<file path="config.mk">
export PLATFORM = sky130hd
export DESIGN_NAME = ic3_cell
export DESIGN_NICKNAME = d
export VERILOG_FILES = /design/src/ic3_pkg.sv /design/src/ic3_cell.sv
export SDC_FILE = /design/constraint.sdc
export NUM_CORES = 2
export LEC_CHECK = 0
export BUFFER_PORTS_ARGS = -buffer_cell sky130_fd_sc_hd__buf_2
export CAP_MARGIN = 20
export CORE_ASPECT_RATIO = 0.75
export CORE_MARGIN = 10
export CORE_UTILIZATION = 52
export DETAILED_ROUTE_END_ITERATION = 10
export GPL_TIMING_DRIVEN = 0
export PLACE_DENSITY_LB_ADDON = 0.12
export SYNTH_ARGS = -nofsm -noshare
export SYNTH_HDL_FRONTEND = slang
export SYNTH_SLANG_ARGS = --single-unit
</file>
<file path="constraint.sdc">
create_clock -name clk -period 5.99 [get_ports clk]
set_input_delay 1.198 -clock clk [delete_from_list [all_inputs] [get_ports clk]]
set_output_delay 1.198 -clock clk [all_outputs]
set_load 0.02 [all_outputs]
</file>
<file path="src/ic3_pkg.sv">
// shared types and constants of the 3x3 image convolution block
package ic3_pkg;

    localparam int MAX_WIDTH = 1024;
    localparam int COL_W = $clog2(MAX_WIDTH);
    localparam int CNT_W = COL_W + 1;
    localparam int PROD_W = 25;
    localparam int PSUM_W = PROD_W + 2;
    localparam int SUM_W = PSUM_W + 2;

    localparam logic [2:0] REG_IMAGE_WIDTH  = 3'd0;
    localparam logic [2:0] REG_IMAGE_HEIGHT = 3'd1;
    localparam logic [2:0] REG_COLOR_MODE   = 3'd2;
    localparam logic [2:0] REG_BORDER_VALUE = 3'd3;
    localparam logic [2:0] REG_COEF_TOP     = 3'd4;
    localparam logic [2:0] REG_COEF_MID     = 3'd5;
    localparam logic [2:0] REG_COEF_BOT     = 3'd6;

    localparam logic OP_PIXEL = 1'b0;
    localparam logic OP_DRAIN = 1'b1;

    typedef struct packed {
        logic       opcode;
        logic [7:0] chan_red;
        logic [7:0] chan_green;
        logic [7:0] chan_blue;
    } in_item_t;

    typedef struct packed {
        logic [7:0] out_red;
        logic [7:0] out_green;
        logic [7:0] out_blue;
        logic       last_pixel;
    } out_item_t;

    typedef struct packed {
        logic [2:0] ok_row;
        logic [2:0] ok_col;
        logic       last;
    } meta_t;

endpackage

</file>
<file path="src/ic3_cell.sv">
// one window column cell: holds three pixels and forms the weighted column sums
module ic3_cell
(
    input  logic                                   clk,
    input  logic                                   rst_n,
    input  logic                                   en,
    input  logic                                   shift,
    input  logic [2:0][23:0]                       col_in,
    input  logic [2:0][15:0]                       weights,
    input  logic [2:0]                             ok_row,
    input  logic                                   ok_col,
    input  logic [7:0]                             border,
    output logic [2:0][23:0]                       col_out,
    output logic [2:0][ic3_pkg::PSUM_W-1:0]        psum
);

    logic [2:0][23:0]                col_reg;
    logic [2:0][ic3_pkg::PSUM_W-1:0] psum_reg;
    logic [2:0][ic3_pkg::PSUM_W-1:0] psum_next;

    always_comb
    begin
        logic [7:0]                  v;
        logic [ic3_pkg::PROD_W-1:0]  prod;
        for (int ch = 0; ch < 3; ch++)
        begin
            psum_next[ch] = '0;
            for (int r = 0; r < 3; r++)
            begin
                v = (ok_row[r] && ok_col) ? col_reg[r][8*ch +: 8] : border;
                prod = $signed({{(ic3_pkg::PROD_W - 16){weights[r][15]}}, weights[r]})
                     * $signed({{(ic3_pkg::PROD_W - 8){1'b0}}, v});
                psum_next[ch] = psum_next[ch]
                    + {{(ic3_pkg::PSUM_W - ic3_pkg::PROD_W){prod[ic3_pkg::PROD_W-1]}}, prod};
            end
        end
    end

    always_ff @(posedge clk or negedge rst_n)
    begin
        if (!rst_n)
        begin
            col_reg <= '0;
        end
        else if (en && shift)
        begin
            col_reg <= col_in;
        end
    end

    always_ff @(posedge clk)
    begin
        if (en)
        begin
            psum_reg <= psum_next;
        end
    end

    assign col_out = col_reg;
    assign psum    = psum_reg;

endmodule

</file>
==> metrics.md <==
| Metric | Value |
|---|---|
| Die outline area | `0.108 mm²` |
| Clock latency of the later-clocked register in the worst-skew pair | `550 ps` |
| CP Max Fanout | `10` |
| Synthesis-stage register bit count | `153` |
| Timing-limited maximum frequency | `132 MHz` |
| Relative area change from synthesis to final layout | `19.2%` |
| Failing checks | `setup timing` |
| Root buffer cell | `sky130_fd_sc_hd__clkbuf_16` |
| Mapped Nets | `6898` |
| Final HPWL DP | `144000 µm` |
| Count of hold-fix buffers inserted at cts | `0` |
| Pre-CTS setup slack | `-3780 ps` |
| Mux cell area share after synthesis | `0.0168` |
| Area of the core region | `0.0938 mm²` |
| Setup repair after global routing missed its margin | `true` |
| Largest clock skew in the final design | `29.4 ps` |
| Worst hold slack across all endpoints | `521 ps` |
| Layout fillers | `8026` |
| Worst max-slew margin expressed relative to the limit | `0.196` |
| Critical path startpoint category | `input port` |
| Num Clock Sinks | `153` |
| Cells taking the most area after synthesis | `sky130_fd_sc_hd__fa_1 49%, sky130_fd_sc_hd__inv_1 12%, sky130_fd_sc_hd__ha_1 9.3%, sky130_fd_sc_hd__nor2b_1 5.6%, sky130_fd_sc_hd__edfxtp_1 4.9%` |
| Number of I/O port buffers | `288` |
| Critical path's top delay family | `adder cells` |
| Top FF cell, synth | `sky130_fd_sc_hd__edfxtp_1` |
| Reg clk slew, reported paths | `100 ps` |
| Top-count cell post-synth | `sky130_fd_sc_hd__inv_1` |
| Yosys warns | `0` |
| Cell count after synthesis | `5193` |
| Largest area contributor in the netlist | `sky130_fd_sc_hd__fa_1` |
| Largest stage delay on the critical path | `780 ps` |
| Time the final worst path needs with I/O delays and setup | `7550 ps` |
| Fraction of the yosys area taken by sequential cells | `0.0856` |
| Leftover overflow at the end of global routing | `0` |
| Hold Path Class | `input port to async pin` |
| Count of nets left with antenna violations after detail routing | `0` |
| DRC Markers | `0` |
| Vias | `37.6k` |
| Fraction of the mapped netlist area in simple logic gates | `0.134` |
| Global routing usage summed across all routing layers | `0.330` |
| Row count | `97` |
| Buffers and inverters on the worst path | `7` |
| Outcome | `complete, but fails checks` |
| Standard cell area after detailed placement | `0.0538 mm²` |
| Number of enable flip-flop cells after synthesis | `81` |
| Cell at the slowest stage of the critical path | `sky130_fd_sc_hd__clkbuf_1` |
| Number of levels in the clock H-tree | `4` |
| Vertical extent of the die | `287 µm` |
| Clock tree from TritonCTS | `done` |
| Placer's final routability congestion estimate | `1.00` |
| CP Class | `input port to flop` |
| Period Utilization, post-route | `1.26` |
| Cts bufs inserted | `17` |
| Final hold viol count | `0` |
| Pin count of the biggest net entering global routing | `59` |
| Iteration count of the initial detailed-routing pass | `6` |
| Top-area cell type share of the netlist area | `0.487` |
| Most frequent cell on the critical path | `sky130_fd_sc_hd__fa_1` |
| Dominant combinational cell family by area after synthesis | `adder cells` |
| Detailed-route wire length | `175000 µm` |
| Mean instance size in the synthesized netlist | `9.52 µm²` |
| Xor-xnor portion of the synthesized cell area | `0.0147` |
| Number of endpoints failing setup at the final stage | `67` |
| Worst path arrival time | `7840 ps` |
| Async SR Flop Fraction | `0.471` |
| Detailed router's first-iteration violation count | `3351` |
| Crit path required time | `6280 ps` |
| Share of cells above drive strength 1 | `0.208` |
| Flip-flop count of the largest register after layout | `81` |
| Via count of the first global-routing pass | `39.7k` |
| Area fraction in compound gates after synthesis | `0.0386` |
| Number of vias per cell after detailed routing | `5.38` |
| Critical path launch point | `weights[39]` |
| Floorplan die width | `376 µm` |
| Post-synth top cells | `1525 x sky130_fd_sc_hd__inv_1, 1203 x sky130_fd_sc_hd__fa_1, 594 x sky130_fd_sc_hd__nand2_1` |
| Number of nets in the finished design | `7431` |
| Netlist Area Pre-Place | `0.0494 mm²` |
| Buffer depth of the longest clock path | `2` |
| Number of antenna violations at the first check in global routing | `31` |
| Measured slew at the worst slew-check pin | `1210 ps` |
| Global-route wire length before repair | `259000 µm` |
| Starting Density | `0.527` |
| Adder-cell share of the synthesized area | `0.580` |
| Number of max-cap violations | `0` |
| Final max-slew violation count | `0` |
| Post-route standard cell area excluding fillers | `0.0589 mm²` |
| Kind of end point of the critical path | `flop` |
| Library cells used by synthesis | `62` |
| Reg-to-Reg Start | `col_out[15]` |
| Sequence of cells on the critical path | `buf_2 -> clkbuf_1 -> nor2b_1 -> fa_1 -> fa_1 -> inv_1 -> fa_1 -> fa_1 -> inv_1 -> fa_1 -> fa_1 -> inv_2 -> fa_1 -> inv_2 -> ha_4 -> a21oi_4 -> buf_6 -> nand2_4 -> a31oi_4 -> a21oi_4 -> a211o_1 -> a21oi_2 -> xnor2_1` |
| Worst setup slack after layout | `-1560 ps` |
| Number of top-level design ports | `289` |
| Wire length per cell | `25.0 µm` |
[stage by stage]
step                cells  setup TNS (ps)  utilization
finish               6985          -75410        0.628
global route         6978          -83920        0.628
CTS                  6899          -66710        0.613
detailed placement   6725         -158770        0.573
global placement     6718         -167300        0.572
floorplan            5193          -64180            -
[what timing repair did]
item,CTS,global route
hold endpoints to repair,0,0
gates resized for setup,423,244
buffers inserted,130,76
cloned,12,6
endpoints found under the setup margin,68,69
pin swaps,147,167
[final timing paths]
| check | to | slack [ps] | depth (start not counted) |
|---|---|---|---|
| worst max-delay path | psum[74] | -1560 | 23 |
| worst min-delay path | col_out[39] | 520 | 1 |
| worst max register to register | psum[52] | -790 | 23 |
| worst min register to register | col_out[68] | 550 | 1 |
| max in group asynchronous | col_out[34] | 4820 | 2 |
| min in group clk | col_out[68] | 550 | 1 |
[cells in the final DEF (no fill, tap or decap), types with 13 or more instances in the layout]
| cell type | count |
|---|---|
| sky130_fd_sc_hd__xnor2_1 | 66 |
| sky130_fd_sc_hd__nor2b_1 | 378 |
| sky130_fd_sc_hd__clkbuf_2 | 67 |
| sky130_fd_sc_hd__nor2b_4 | 29 |
| sky130_fd_sc_hd__inv_1 | 1480 |
| sky130_fd_sc_hd__fa_2 | 47 |
| sky130_fd_sc_hd__buf_4 | 164 |
| sky130_fd_sc_hd__ha_4 | 48 |
| sky130_fd_sc_hd__nand2_2 | 26 |
| sky130_fd_sc_hd__a21oi_4 | 32 |
| sky130_fd_sc_hd__a21oi_1 | 31 |
| sky130_fd_sc_hd__buf_6 | 40 |
| sky130_fd_sc_hd__clkbuf_1 | 50 |
| sky130_fd_sc_hd__o21ai_4 | 13 |
| sky130_fd_sc_hd__nand2b_1 | 31 |
| sky130_fd_sc_hd__mux2_2 | 72 |
| sky130_fd_sc_hd__buf_8 | 28 |
| sky130_fd_sc_hd__nand2_1 | 558 |
| sky130_fd_sc_hd__dfrtp_1 | 72 |
| sky130_fd_sc_hd__o21ai_0 | 16 |
| sky130_fd_sc_hd__inv_2 | 43 |
| sky130_fd_sc_hd__and2_1 | 146 |
| sky130_fd_sc_hd__edfxtp_1 | 81 |
| sky130_fd_sc_hd__ha_1 | 316 |
| sky130_fd_sc_hd__nor2_1 | 35 |
| sky130_fd_sc_hd__clkbuf_16 | 37 |
| sky130_fd_sc_hd__a21o_4 | 37 |
| sky130_fd_sc_hd__xor2_1 | 15 |
| sky130_fd_sc_hd__nor2b_2 | 33 |
| sky130_fd_sc_hd__fa_1 | 1156 |
| sky130_fd_sc_hd__buf_12 | 23 |
| sky130_fd_sc_hd__a21oi_2 | 26 |
| sky130_fd_sc_hd__buf_2 | 282 |
| sky130_fd_sc_hd__a21o_1 | 31 |
| sky130_fd_sc_hd__o21ai_2 | 13 |
[kinds of logic (layout without fill, tap and decap cells)]
group / count (synthesis) / in the layout
flops: 153 / 153
fa+ha+maj: 1569 / 1569
mux: 74 / 74
simple gates: 1314 / 1314
compound gates: 288 / 288
other cells: 0 / 9
buf+inv: 1712 / 2258
xor+xnor: 83 / 83
[layer usage]
metal,track usage,up-vias,share of wire
met5,0,-,0.00054
met4,0.104,10,0.037
met3,0.106,322,0.12
met2,0.520,1817,0.45
met1,0.433,19498,0.39
li1,-,15965,-
[area by class of cell]
cell class,count,area [µm²],area share
Antenna cell,9,22.5,0.000382
Buffer,186,1600,0.0272
Clock buffer,17,425,0.00722
Clock inverter,15,196,0.00333
Inverter,1525,5730,0.0972
Multi-Input combinational cell,3328,41400,0.702
Sequential cell,153,4230,0.0718
Tap cell,1237,1550,0.0263
Timing Repair Buffer,515,3810,0.0647
Power is left out: the tool's default activity adds up to more than one toggle a clock period on the data nets, which glitch-free logic cannot reach.
